==> config.mk <==
export PLATFORM = sky130hd
export DESIGN_NAME = agn_core_flat
export DESIGN_NICKNAME = d
export VERILOG_FILES = /design/src/rtl/agn_pkg.sv /design/src/rtl/agn_intf.sv /design/src/rtl/agn_core.sv /design/src/flat_wrapper.sv
export SDC_FILE = /design/constraint.sdc
export NUM_CORES = 2
export LEC_CHECK = 0
export BUFFER_PORTS_ARGS = -buffer_cell sky130_fd_sc_hd__clkbuf_2
export CAP_MARGIN = 10
export CORE_UTILIZATION = 40
export DETAILED_ROUTE_END_ITERATION = 10
export SYNTH_ARGS = -nofsm -noshare
export SYNTH_HDL_FRONTEND = slang
export SYNTH_SLANG_ARGS = --single-unit
==> constraint.sdc <==
create_clock -name clock -period 15.4 [get_ports clock]
set_clock_uncertainty 0.2 [all_clocks]
set_input_delay 0 -clock clock [delete_from_list [all_inputs] [get_ports clock]]
set_output_delay 0 -clock clock [all_outputs]
set_load 0.02 [all_outputs]
==> src/rtl/agn_pkg.sv <==
// Shared types, constants and arithmetic helpers of the animated gradient noise block.
package agn_pkg;

   localparam int GRID_COLS = 64;
   localparam int GRID_ROWS = 64;
   localparam int FRAC_BITS = 16;
   localparam int COL_BITS  = $clog2(GRID_COLS);
   localparam int ROW_BITS  = $clog2(GRID_ROWS);
   localparam int ADDR_BITS = COL_BITS + ROW_BITS;
   localparam int CELLS     = GRID_COLS * GRID_ROWS;
   localparam int Q_W       = 20;
   localparam int CELL_W    = 2 * Q_W;
   localparam int PT_W      = 22;
   localparam int OFF_W     = FRAC_BITS + 2;
   localparam int DOT_W     = 24;
   localparam int OPA_W     = DOT_W + 1;
   localparam int PROD_W    = OPA_W + Q_W;
   localparam int ACC_W     = PROD_W + 1;
   localparam int SAT_IN_W  = DOT_W + 2;
   localparam int QUO_W     = 11;
   localparam int IDX_W     = 4;

   localparam logic [IDX_W-1:0] IDX_TOP  = 4'd8;
   localparam logic [IDX_W-1:0] IDX_BOT  = 4'd9;
   localparam logic [IDX_W-1:0] IDX_LAST = 4'd10;

   localparam logic signed [Q_W-1:0] Q_MAX = 20'sd524287;
   localparam logic signed [Q_W-1:0] Q_MIN = -20'sd524288;
   localparam logic signed [Q_W-1:0] Q_ONE = 20'sd65536;

   // Reciprocal of 1000 scaled by 2^30, rounded up; exact for dividends below 2^22.
   localparam int          RECIP_SHIFT = 30;
   localparam logic [20:0] RECIP_1000  = 21'd1073742;
   localparam logic [19:0] HALF_1000   = 20'd500;

   typedef enum logic {
      OP_LOAD = 1'b0,
      OP_EVAL = 1'b1
   } op_type;

   typedef enum logic [3:0] {
      ST_IDLE,
      ST_GET_TL,
      ST_GET_TR,
      ST_GET_BL,
      ST_GET_BR,
      ST_MUL,
      ST_ACC,
      ST_DIV_X,
      ST_DIV_Y,
      ST_WB
   } state_type;

   typedef struct packed {
      op_type                 operation;
      logic [5:0]             cell_col;
      logic [5:0]             cell_row;
      logic signed [Q_W-1:0]  grad_x;
      logic signed [Q_W-1:0]  grad_y;
      logic signed [Q_W-1:0]  drift_x;
      logic signed [Q_W-1:0]  drift_y;
      logic [PT_W-1:0]        point_x;
      logic [PT_W-1:0]        point_y;
   } req_word_type;

   typedef struct packed {
      logic signed [Q_W-1:0] noise_value;
   } rsp_word_type;

   typedef struct packed {
      logic [ADDR_BITS-1:0] rd_addr;
      logic [ADDR_BITS-1:0] wr_addr;
      logic                 g_we;
      logic                 d_we;
      logic [CELL_W-1:0]    g_wdata;
      logic [CELL_W-1:0]    d_wdata;
   } mem_req_type;

   function automatic logic signed [Q_W-1:0] sat20(input logic signed [SAT_IN_W-1:0] v);
      logic signed [SAT_IN_W-1:0] hi;
      logic signed [SAT_IN_W-1:0] lo;
      hi = SAT_IN_W'(Q_MAX);
      lo = SAT_IN_W'(Q_MIN);
      if (v > hi) return Q_MAX;
      if (v < lo) return Q_MIN;
      return v[Q_W-1:0];
   endfunction

   // Round half away from zero of d / 1000.
   function automatic logic signed [QUO_W-1:0] div1000(input logic signed [Q_W-1:0] d);
      logic [Q_W-1:0]  mag;
      logic [Q_W-1:0]  num;
      logic [41:0]     prod;
      logic [QUO_W-1:0] q;
      mag  = d[Q_W-1] ? Q_W'(-d) : d;
      num  = mag + HALF_1000;
      prod = 42'(num) * 42'(RECIP_1000);
      q    = prod[RECIP_SHIFT +: QUO_W];
      return d[Q_W-1] ? -$signed(q) : $signed(q);
   endfunction

   function automatic logic signed [Q_W-1:0] neg_sat(input logic signed [Q_W-1:0] d);
      return (d == Q_MIN) ? Q_MAX : -d;
   endfunction

endpackage

==> src/rtl/agn_intf.sv <==
// Valid/ready channel interfaces for request and response words.
interface agn_req_if;
   import agn_pkg::*;
   logic         valid;
   logic         ready;
   req_word_type data;
   modport source (output valid, output data, input ready);
   modport sink   (input valid, input data, output ready);
endinterface


==> src/rtl/agn_core.sv <==
// Sequencer and datapath: corner reads, shared multiplier, drift update and write-back.
module agn_core (
   input  logic                          clock,
   input  logic                          reset,
   agn_req_if.sink                       req_port,
   output agn_pkg::mem_req_type          mem_req,
   input  logic [agn_pkg::CELL_W-1:0]    g_rdata,
   input  logic [agn_pkg::CELL_W-1:0]    d_rdata,
   input  logic                          slot_free,
   output logic                          res_valid,
   output logic signed [agn_pkg::Q_W-1:0] res_value
);
   import agn_pkg::*;

   state_type                  state_ff, state_in;
   logic [COL_BITS-1:0]        c0_ff;
   logic [ROW_BITS-1:0]        r0_ff;
   logic [FRAC_BITS-1:0]       fx_ff, fy_ff;
   logic [CELL_W-1:0]          corner_ff [4];
   logic [CELL_W-1:0]          drift_ff;
   logic [IDX_W-1:0]           idx_ff;
   logic signed [PROD_W-1:0]   prod_ff;
   logic signed [ACC_W-1:0]    acc_ff;
   logic signed [DOT_W-1:0]    dot_ff [4];
   logic signed [DOT_W-1:0]    top_ff, bot_ff;
   logic signed [Q_W-1:0]      res_ff, gx_new_ff, gy_new_ff;

   logic [1:0]                 k;
   logic signed [OFF_W-1:0]    off;
   logic signed [Q_W-1:0]      grad;
   logic signed [DOT_W-1:0]    base, other;
   logic [FRAC_BITS-1:0]       t;
   logic signed [OPA_W-1:0]    opa;
   logic signed [Q_W-1:0]      opb;
   logic signed [ACC_W-1:0]    dot_sum;
   logic signed [ACC_W-1:0]    lerp_rnd;
   logic signed [DOT_W-1:0]    dot_val, lerp_val;
   logic signed [QUO_W-1:0]    quo;
   logic signed [Q_W-1:0]      g_old;
   logic signed [Q_W-1:0]      g_new;
   logic                       outside;
   logic                       accept;

   assign accept = req_port.valid && req_port.ready;

   // Multiplier operand selection.
   always_comb begin
      k     = idx_ff[2:1];
      off   = (k[idx_ff[0]] ? OFF_W'(1 << FRAC_BITS) : '0)
              - $signed({2'b00, idx_ff[0] ? fy_ff : fx_ff});
      grad  = idx_ff[0] ? corner_ff[k][Q_W-1:0] : corner_ff[k][CELL_W-1:Q_W];
      priority case (idx_ff)
         IDX_TOP: begin
            base = dot_ff[0]; other = dot_ff[1]; t = fx_ff;
         end
         IDX_BOT: begin
            base = dot_ff[2]; other = dot_ff[3]; t = fx_ff;
         end
         default: begin
            base = top_ff; other = bot_ff; t = fy_ff;
         end
      endcase
      if (idx_ff < IDX_TOP) begin
         opa = OPA_W'(off);
         opb = grad;
      end else begin
         opa = OPA_W'(other) - OPA_W'(base);
         opb = $signed({{(Q_W-FRAC_BITS){1'b0}}, t});
      end
   end

   // Rounding of accumulated products back to Q.16.
   always_comb begin
      dot_sum  = acc_ff + ACC_W'(prod_ff) + ACC_W'(1 << (FRAC_BITS-1));
      dot_sum  = dot_sum >>> FRAC_BITS;
      dot_val  = dot_sum[DOT_W-1:0];
      lerp_rnd = ACC_W'(prod_ff) + ACC_W'(1 << (FRAC_BITS-1));
      lerp_rnd = lerp_rnd >>> FRAC_BITS;
      lerp_val = base + lerp_rnd[DOT_W-1:0];
   end

   // Drift step for one component.
   always_comb begin
      quo   = div1000((state_ff == ST_DIV_Y) ? drift_ff[Q_W-1:0] : drift_ff[CELL_W-1:Q_W]);
      g_old = (state_ff == ST_DIV_Y) ? corner_ff[0][Q_W-1:0] : corner_ff[0][CELL_W-1:Q_W];
      g_new = sat20(SAT_IN_W'(g_old) - SAT_IN_W'(quo));
      outside = (gx_new_ff > Q_ONE) || (gx_new_ff < -Q_ONE)
                || (gy_new_ff > Q_ONE) || (gy_new_ff < -Q_ONE);
   end

   // Next state and memory requests.
   always_comb begin
      state_in        = state_ff;
      req_port.ready  = (state_ff == ST_IDLE);
      res_valid       = (state_ff == ST_WB);
      mem_req.rd_addr = {r0_ff, c0_ff};
      mem_req.wr_addr = {r0_ff, c0_ff};
      mem_req.g_we    = 1'b0;
      mem_req.d_we    = 1'b0;
      mem_req.g_wdata = {gx_new_ff, gy_new_ff};
      mem_req.d_wdata = {neg_sat(drift_ff[CELL_W-1:Q_W]), neg_sat(drift_ff[Q_W-1:0])};
      unique case (state_ff)
         ST_IDLE: begin
            mem_req.rd_addr = {req_port.data.point_y[FRAC_BITS +: ROW_BITS],
                               req_port.data.point_x[FRAC_BITS +: COL_BITS]};
            mem_req.wr_addr = {req_port.data.cell_row[ROW_BITS-1:0],
                               req_port.data.cell_col[COL_BITS-1:0]};
            mem_req.g_wdata = {req_port.data.grad_x, req_port.data.grad_y};
            mem_req.d_wdata = {req_port.data.drift_x, req_port.data.drift_y};
            if (accept) begin
               if (req_port.data.operation == OP_LOAD) begin
                  mem_req.g_we = 1'b1;
                  mem_req.d_we = 1'b1;
               end else begin
                  state_in = ST_GET_TL;
               end
            end
         end
         ST_GET_TL: begin
            mem_req.rd_addr = {r0_ff, COL_BITS'(c0_ff + 1'b1)};
            state_in = ST_GET_TR;
         end
         ST_GET_TR: begin
            mem_req.rd_addr = {ROW_BITS'(r0_ff + 1'b1), c0_ff};
            state_in = ST_GET_BL;
         end
         ST_GET_BL: begin
            mem_req.rd_addr = {ROW_BITS'(r0_ff + 1'b1), COL_BITS'(c0_ff + 1'b1)};
            state_in = ST_GET_BR;
         end
         ST_GET_BR: state_in = ST_MUL;
         ST_MUL:    state_in = ST_ACC;
         ST_ACC:    state_in = (idx_ff == IDX_LAST) ? ST_DIV_X : ST_MUL;
         ST_DIV_X:  state_in = ST_DIV_Y;
         ST_DIV_Y:  state_in = ST_WB;
         ST_WB: begin
            if (slot_free) begin
               mem_req.g_we = 1'b1;
               mem_req.d_we = outside;
               state_in     = ST_IDLE;
            end
         end
         default: state_in = ST_IDLE;
      endcase
   end

   always_ff @(posedge clock) begin
      if (reset) begin
         state_ff <= ST_IDLE;
      end else begin
         state_ff <= state_in;
      end
   end

   always_ff @(posedge clock) begin
      if (state_ff == ST_IDLE) begin
         c0_ff  <= req_port.data.point_x[FRAC_BITS +: COL_BITS];
         r0_ff  <= req_port.data.point_y[FRAC_BITS +: ROW_BITS];
         fx_ff  <= req_port.data.point_x[FRAC_BITS-1:0];
         fy_ff  <= req_port.data.point_y[FRAC_BITS-1:0];
         idx_ff <= '0;
      end
      if (state_ff == ST_GET_TL) begin
         corner_ff[0] <= g_rdata;
         drift_ff     <= d_rdata;
      end
      if (state_ff == ST_GET_TR) corner_ff[1] <= g_rdata;
      if (state_ff == ST_GET_BL) corner_ff[2] <= g_rdata;
      if (state_ff == ST_GET_BR) corner_ff[3] <= g_rdata;
      if (state_ff == ST_MUL) begin
         prod_ff <= PROD_W'(opa) * PROD_W'(opb);
      end
      if (state_ff == ST_ACC) begin
         idx_ff <= idx_ff + 1'b1;
         if (idx_ff < IDX_TOP) begin
            if (!idx_ff[0]) begin
               acc_ff <= ACC_W'(prod_ff);
            end else begin
               dot_ff[idx_ff[2:1]] <= dot_val;
               acc_ff <= '0;
            end
         end else if (idx_ff == IDX_TOP) begin
            top_ff <= lerp_val;
         end else if (idx_ff == IDX_BOT) begin
            bot_ff <= lerp_val;
         end else begin
            res_ff <= sat20(SAT_IN_W'(lerp_val));
         end
      end
      if (state_ff == ST_IDLE) acc_ff <= '0;
      if (state_ff == ST_DIV_X) gx_new_ff <= g_new;
      if (state_ff == ST_DIV_Y) gy_new_ff <= g_new;
   end

   assign res_value = res_ff;
endmodule

==> src/flat_wrapper.sv <==
// flat-port wrapper written by rule: the top's interface ports become plain ports
module agn_core_flat import agn_pkg::*;
  (clock, reset, mem_req, g_rdata, d_rdata, slot_free, res_valid, res_value, req_port_valid, req_port_data, req_port_ready);
  agn_req_if req_port_i ();
  input  logic clock;
  input  logic reset;
  output agn_pkg::mem_req_type mem_req;
  input  logic [agn_pkg::CELL_W-1:0] g_rdata;
  input  logic [agn_pkg::CELL_W-1:0] d_rdata;
  input  logic slot_free;
  output logic res_valid;
  output logic signed [agn_pkg::Q_W-1:0] res_value;
  input wire logic [$bits(req_port_i.valid)-1:0] req_port_valid;
  input wire logic [$bits(req_port_i.data)-1:0] req_port_data;
  output wire logic [$bits(req_port_i.ready)-1:0] req_port_ready;
  assign req_port_i.valid = req_port_valid;
  assign req_port_i.data = req_port_data;
  assign req_port_ready = req_port_i.ready;
  agn_core u_core (.clock(clock), .reset(reset), .req_port(req_port_i), .mem_req(mem_req), .g_rdata(g_rdata), .d_rdata(d_rdata), .slot_free(slot_free), .res_valid(res_valid), .res_value(res_value));
endmodule
# Yosys cells after proc, flatten, opt, wreduce, memory -nomap -nowiden
# Memory sizes are Yosys's and may differ from the RTL's. A register that Yosys moved wholly into a read port is not among the register bits.
# Index checks and enable logic that the tools add are counted.
# totals
mem_bits_rw	256
output_inout_bits	128
in_bits	221
wordCells	153
n_memories	2
reg_bits	280
# mem_list
memory	depth	word_bits	rd	rd_ports_with_merged_regs	wr	line_no	text
u_core.corner_ff	4	40	2	1	1	agn_core.sv:19	logic [CELL_W-1:0] corner_ff [4];
u_core.dot_ff	4	24	4	0	1	agn_core.sv:24	logic signed [DOT_W-1:0] dot_ff [4];
# op_classes
n_mux	75
order_cmp	10
addsub	15
bitwise_logic	3
reduce_logical	15
multipliers	2
eq_ne	17
# ops
operator	count
20-bit two-way mux	15
40-bit two-way mux	4
40-bit OR reduction	3
24-bit one-hot mux with 2 select lines	2
40-bit by 17-bit adder with 40-bit output, second input constant	2
80-bit two-way mux	1
20-bit negator	3
12-bit one-hot mux with 4 select lines	1
40-bit adder	1
20-bit == test, second input constant	2
20-bit by 18-bit greater-than comparator with 1-bit output, second input constant	2
20-bit by 17-bit < comparator with 1-bit output, second input constant	2
20-bit by 20-bit multiplier with 40-bit output, second input constant	1
25-bit by 20-bit multiplier with 40-bit output	1
4-bit one-hot mux with 10 select lines	1
16-bit two-way mux	2
1-bit two-way mux	31
26-bit by 20-bit greater-than comparator with 1-bit output, second input constant	1
26-bit by 20-bit < comparator with 1-bit output, second input constant	1
25-bit two-way mux	1
24-bit by 24-bit subtractor with 25-bit output	1
24-bit adder	1
24-bit by 20-bit greater-than comparator with 1-bit output, second input constant	1
24-bit by 20-bit < comparator with 1-bit output, second input constant	1
other kinds (28)	56

# Longest topological paths before layout
# logic_depth
depth_word	16
mapped_depth	60
mapped_depth_nobuf	54

# Least setup slack after synthesis
# Ideal clock, no wire load.
# synth_path
path_kind	register to register
start	reg u_core.state_ff[0]
end	reg u_core.gx_new_ff[10], data pin
synth_period_minus_slack_ns	13.384
stages_incl_launch_ff	52
arrival_ns	12.925
setup_slack_ns	2.016
n_path_buf	8
cell_sequence	dfxtp_1 -> buf_6 -> or4b_4 -> buf_6 -> clkbuf_1 -> buf_1 -> clkbuf_1 -> a21oi_1 -> ha_1 -> or4b_1 -> or4b_4 -> a211o_1 -> o21ai_1 -> a21oi_1 -> a2111o_1 -> nor2_1 -> nand2_1 -> xnor2_1 -> (+16 left out) -> nand4_1 -> a211oi_2 -> and2_1 -> buf_6 -> buf_2 -> inv_1 -> ha_1 -> a21o_1 -> a21oi_1 -> nor2_1 -> nand2_1 -> o21ai_0 -> nor4b_4 -> a2bb2oi_2 -> o211ai_4 -> a31oi_4 -> buf_6 -> o21ai_2
# synth_between
elab_chain_cells	14
elab_cells_between_ends	18
cone_classes	add/sub (4); mul (1); order compare (2); eq/ne (1); mux (10)
# synth_lines
item	line_no	text
from (decl)	agn_core.sv:15	state_type state_ff, state_in;
from (signal assigned)	agn_core.sv:151	state_ff <= state_in;
4-bit == test *	agn_core.sv:84, agn_core.sv:85	
20-bit two-way mux	agn_core.sv:84	quo = div1000((state_ff == ST_DIV_Y) ? drift_ff[Q_W-1:0] : drift_ff[CELL_W-1:Q_W]);
20-bit negator	agn_pkg.sv:95	mag = d[Q_W-1] ? Q_W'(-d) : d;
20-bit two-way mux	agn_pkg.sv:95	
20-bit by 9-bit adder with 20-bit output	agn_pkg.sv:96	num = mag + HALF_1000;
20-bit by 20-bit multiplier with 40-bit output	agn_pkg.sv:97	prod = 42'(num) * 42'(RECIP_1000);
11-bit negator	agn_pkg.sv:99	return d[Q_W-1] ? -$signed(q) : $signed(q);
11-bit two-way mux	agn_pkg.sv:99	
20-bit by 11-bit subtractor with 21-bit output *	agn_core.sv:86	g_new = sat20(SAT_IN_W'(g_old) - SAT_IN_W'(quo));
26-bit by 20-bit < comparator with 1-bit output	agn_pkg.sv:85	if (v < lo) return Q_MIN;
1-bit two-way mux (2 in a row)	agn_pkg.sv:85	
20-bit two-way mux	agn_pkg.sv:86	return v[Q_W-1:0];
20-bit two-way mux *	agn_pkg.sv:85	
net u_core.g_new[10]	agn_core.sv:40	logic signed [Q_W-1:0] g_new;
to (signal assigned)	agn_core.sv:191	if (state_ff == ST_DIV_X) gx_new_ff <= g_new;
to (decl)	agn_core.sv:26	logic signed [Q_W-1:0] res_ff, gx_new_ff, gy_new_ff;
# Mark *: on every way through the listed nets, which the timed path passes. The rest lies on a longest branch. The select of a mux whose other input is x is not followed.
# A chain may end at the register's enable or synchronous reset.

# Worst setup path after layout
# layout_path
start	reg u_core.state_ff[3]
end	reg u_core.gy_new_ff[18], data pin
# layout_between
elab_chain_cells	14
elab_cells_between_ends	18
cone_classes	add/sub (4); mul (1); order compare (2); eq/ne (1); mux (10)
# layout_lines
item	line_no	text
4-bit == test *	agn_core.sv:84, agn_core.sv:85	
20-bit two-way mux	agn_core.sv:84	
20-bit negator	agn_pkg.sv:95	
20-bit two-way mux	agn_pkg.sv:95	
20-bit by 9-bit adder with 20-bit output	agn_pkg.sv:96	
20-bit by 20-bit multiplier with 40-bit output	agn_pkg.sv:97	
11-bit negator	agn_pkg.sv:99	
11-bit two-way mux	agn_pkg.sv:99	
20-bit by 11-bit subtractor with 21-bit output *	agn_core.sv:86	
26-bit by 20-bit < comparator with 1-bit output	agn_pkg.sv:85	
1-bit two-way mux (2 in a row)	agn_pkg.sv:85	
20-bit two-way mux	agn_pkg.sv:86	
20-bit two-way mux *	agn_pkg.sv:85	
net u_core.g_new[18]	agn_core.sv:40	
to (signal assigned)	agn_core.sv:192	if (state_ff == ST_DIV_Y) gy_new_ff <= g_new;
to (decl)	agn_core.sv:26	
# Marks and branches as above.

==> out/metrics.cfg <==
[finish]
layout-drive-gt1-share_pct = 12.5
fill_cells = 11800
postLayoutCellArea_mm2 = 0.0593
layout_overhead_on_the_synthesized_area_pct = 17.2
nets = 6707

[critical_path]
path_class = reg2reg
critPathMostFrequentCell = ha_1
startpoint_type = flop
timing.critical_path.slowest_cell_delay_ns = 0.60
critical_path_s_top_delay_family = compound AO/OA/AOI/OAI gates
cp.buffers_inverters = 7
critical_path_end_type = flop
r2r.worst_path.cells = 47
maximum_fanout_encountered_on_the_critical_timing_path = 18
cp.arrival_ns = 14.54
timing.critical_path.slowest_stage_cell = or4b_4
rrSetupSlack_ns = 1.11
crit_required_ns = 15.65
worstSetupStartpoint = u_core.state_ff[3]
reg2reg_start = u_core.state_ff[3]
rr_endpoint = u_core.gy_new_ff[18]

[clock_network]
clock_path_buffers = 3
clk_pin_slew_ns = 0.06
cts.sink_count = 538
cts_max_level = 2
later_pin_clock_latency_in_the_skew_report_ns = 0.71
tritoncts = done
cts_root_buf = clkbuf_16
cts_made_buffers = 61

[logic_synthesis]
synth_top_area_share_pct = 29.2
syn-num-nets = 6133
dominant_synthesized_flop_cell = edfxtp_1
number_of_warnings_reported_in_the_yosys_synthesis_log = 0
synth.cell_area_mm2 = 0.0506
synth_enable_flop_cells = 492
postSynthRegisterBits = 538
mean_cell_area_of_the_mapped_netlist_um2 = 10.3
synth-seq-area-share_pct = 31.0
synth.distinct_cells = 97
synth_top_cells_by_count = inv_1 (744), nand2_1 (684), fa_1 (550)
synth-async-reset-ratio_pct = 0
yosysMostFrequentCell = inv_1
synth_top_area_cell = edfxtp_1
synth.top_cells.by_area = edfxtp_1 (29%), fa_1 (22%), ha_1 (11%), inv_1 (5.5%), nand2_1 (5.1%)
syn_inst = 4932

[route]
vias = 38800
drt-pass1-iter-count = 6
final_antenna_net_count = 0
routed_wirelength_mm = 159
drt_first_iter_violations = 2891
post_drt_via_cell_ratio = 5.37
route.detailed.wl_per_inst_um = 22.1
drcViolationCount = 0

[global_route]
grt_overflow_total = 0
grt_use_total_pct = 25.2
grt_start_max_net_pins = 105
vias_in_the_first_global_route = 39600
grt_antenna_before_repair = 4
grt_pass1_wl_mm = 243

[timing]
max_slew_margin_pct = 23.6
finalMaxSlewViolations = 0
fmax_ghz = 0.0700
timing.setup.tns_ns = 0
hold_ws_ns = 0.106
grt_setup_unrepaired = false
final_ws_setup_ns = 1.11
max_slew.worst_pin.slew_ns = 1.15
final_period_minus_worst_setup_slack_ns = 14.29
final.period_utilization_pct = 92.8
setup-violations-final = 0
final_count_of_hold_timing_violations = 0

[floorplan]
die_w_um = 358
boundaryPins = 349
core_region_area_mm2 = 0.126
die_y_um = 358
initial_utilization_pct = 40.3
core.rowCount = 130
die_area_mm2 = 0.128

[job]
maxCapViolCount = 0

[run_status]
run_status = complete, no violations

[place]
numPortBuffers = 348
post-dp-hpwl_mm = 121
globalplace.congestion = 0.945
preCtsSetupSlack_ns = 0.877
place_area_mm2 = 0.0545

[min_path]
hold_start = req_port_data[120]
min-delay-path-class = in2out
hold-path-endpoint = mem_req[76]
whs_path_depth = 4

==> how the worst max path moves through the flow <==
stage                     cells past startpoint              endpoint  slack, ns
after floorplan                              51  u_core.gx_new_ff[10]       2.02
after global routing                         49  u_core.gx_new_ff[18]       0.08
after detailed placement                     47   u_core.gx_new_ff[2]       0.88
after CTS                                    45   u_core.gy_new_ff[2]       0.80
after global placement                       47   u_core.gx_new_ff[7]       1.08
final                                        47  u_core.gy_new_ff[18]       1.11
==> metal layers <==
| layer | vias to the layer above | wire [um] | track usage (%) |
|---|---|---|---|
| met3 | 283 | 12000 | 4.77 |
| met5 | - | 12 | 0 |
| li1 | 17700 | - | - |
| met4 | 2 | 5390 | 7.95 |
| met1 | 19400 | 67200 | 33.8 |
| met2 | 1441 | 74600 | 41.0 |
==> cell families (layout without fill, tap and decap cells) <==
group | count (synthesis) | after routing | share of synthesized area, %
AND/OR/NAND/NOR | 1444 | 1444 | 13.0
adder cells (fa/ha/maj) | 983 | 983 | 32.5
buffers and inverters | 935 | 1562 | 7.07
AO/OA/AOI/OAI | 661 | 661 | 8.65
flip-flops | 538 | 538 | 31.0
XOR/XNOR | 247 | 247 | 4.28
multiplexers | 124 | 124 | 3.49
other | 0 | 5 | 0
==> placed cells by master (no fill, tap or decap), drive strengths merged, types with 171 or more instances in the layout <==
cell           n
nor2         276
edfxtp       492
dlygate4sd3  256
a21oi        222
ha           430
inv          752
fa           550
nand2        684
clkbuf       418
xnor2        171
==> final cells by class <==
cell class              instances  area, um2  share of cell area [%]
diodes                          5       12.5                  0.0211
clock buffers                  70       1580                    2.66
clock inverters                46        604                    1.02
inverters                     747       2820                    4.76
multi-input cells            3459      31500                    53.1
flip-flops and latches        538      15700                    26.5
well taps                    1650       2060                    3.48
repair buffers                699       5040                    8.49
==> metrics by stage <==
step / cells / utilization, %
after floorplan: 4932 / -
after global placement: 6834 / 43.4
after detailed placement: 6834 / 43.4
after CTS: 7206 / 47.2
after global routing: 7211 / 47.2
final: 7214 / 47.2
==> sequential cells by signal (all words and copies together), names as in the netlist, named ones only <==
| name | flops |
|---|---|
| u_core.corner_ff | 160 |
| u_core.dot_ff | 96 |
| u_core.acc_ff | 40 |
| u_core.drift_ff | 40 |
| u_core.prod_ff | 40 |
| u_core.bot_ff | 24 |
| u_core.top_ff | 24 |
| u_core.gx_new_ff | 20 |
| u_core.gy_new_ff | 20 |
| u_core.res_value | 20 |
| u_core.fx_ff | 16 |
| u_core.fy_ff | 16 |
| u_core.c0_ff | 6 |
| u_core.r0_ff | 6 |
| u_core.idx_ff | 4 |
| u_core.state_ff | 4 |
==> worst min-delay path, stage by stage <==
cell	delay, ns
clkbuf_2	0.08
nand2_1	0.04
nand2_1	0.04
clkbuf_2	0.14
==> repair_timing <==
item                                    4_1_cts  5_1_grt
endpoints found under the setup margin        0       36
buffers inserted                              0        2
hold endpoints to repair                    248        0
resized for setup                             0        0
hold buffers                                256        0
Power is left out: the tool's default activity adds up to more than one toggle a clock period on the data nets, which glitch-free logic cannot reach.
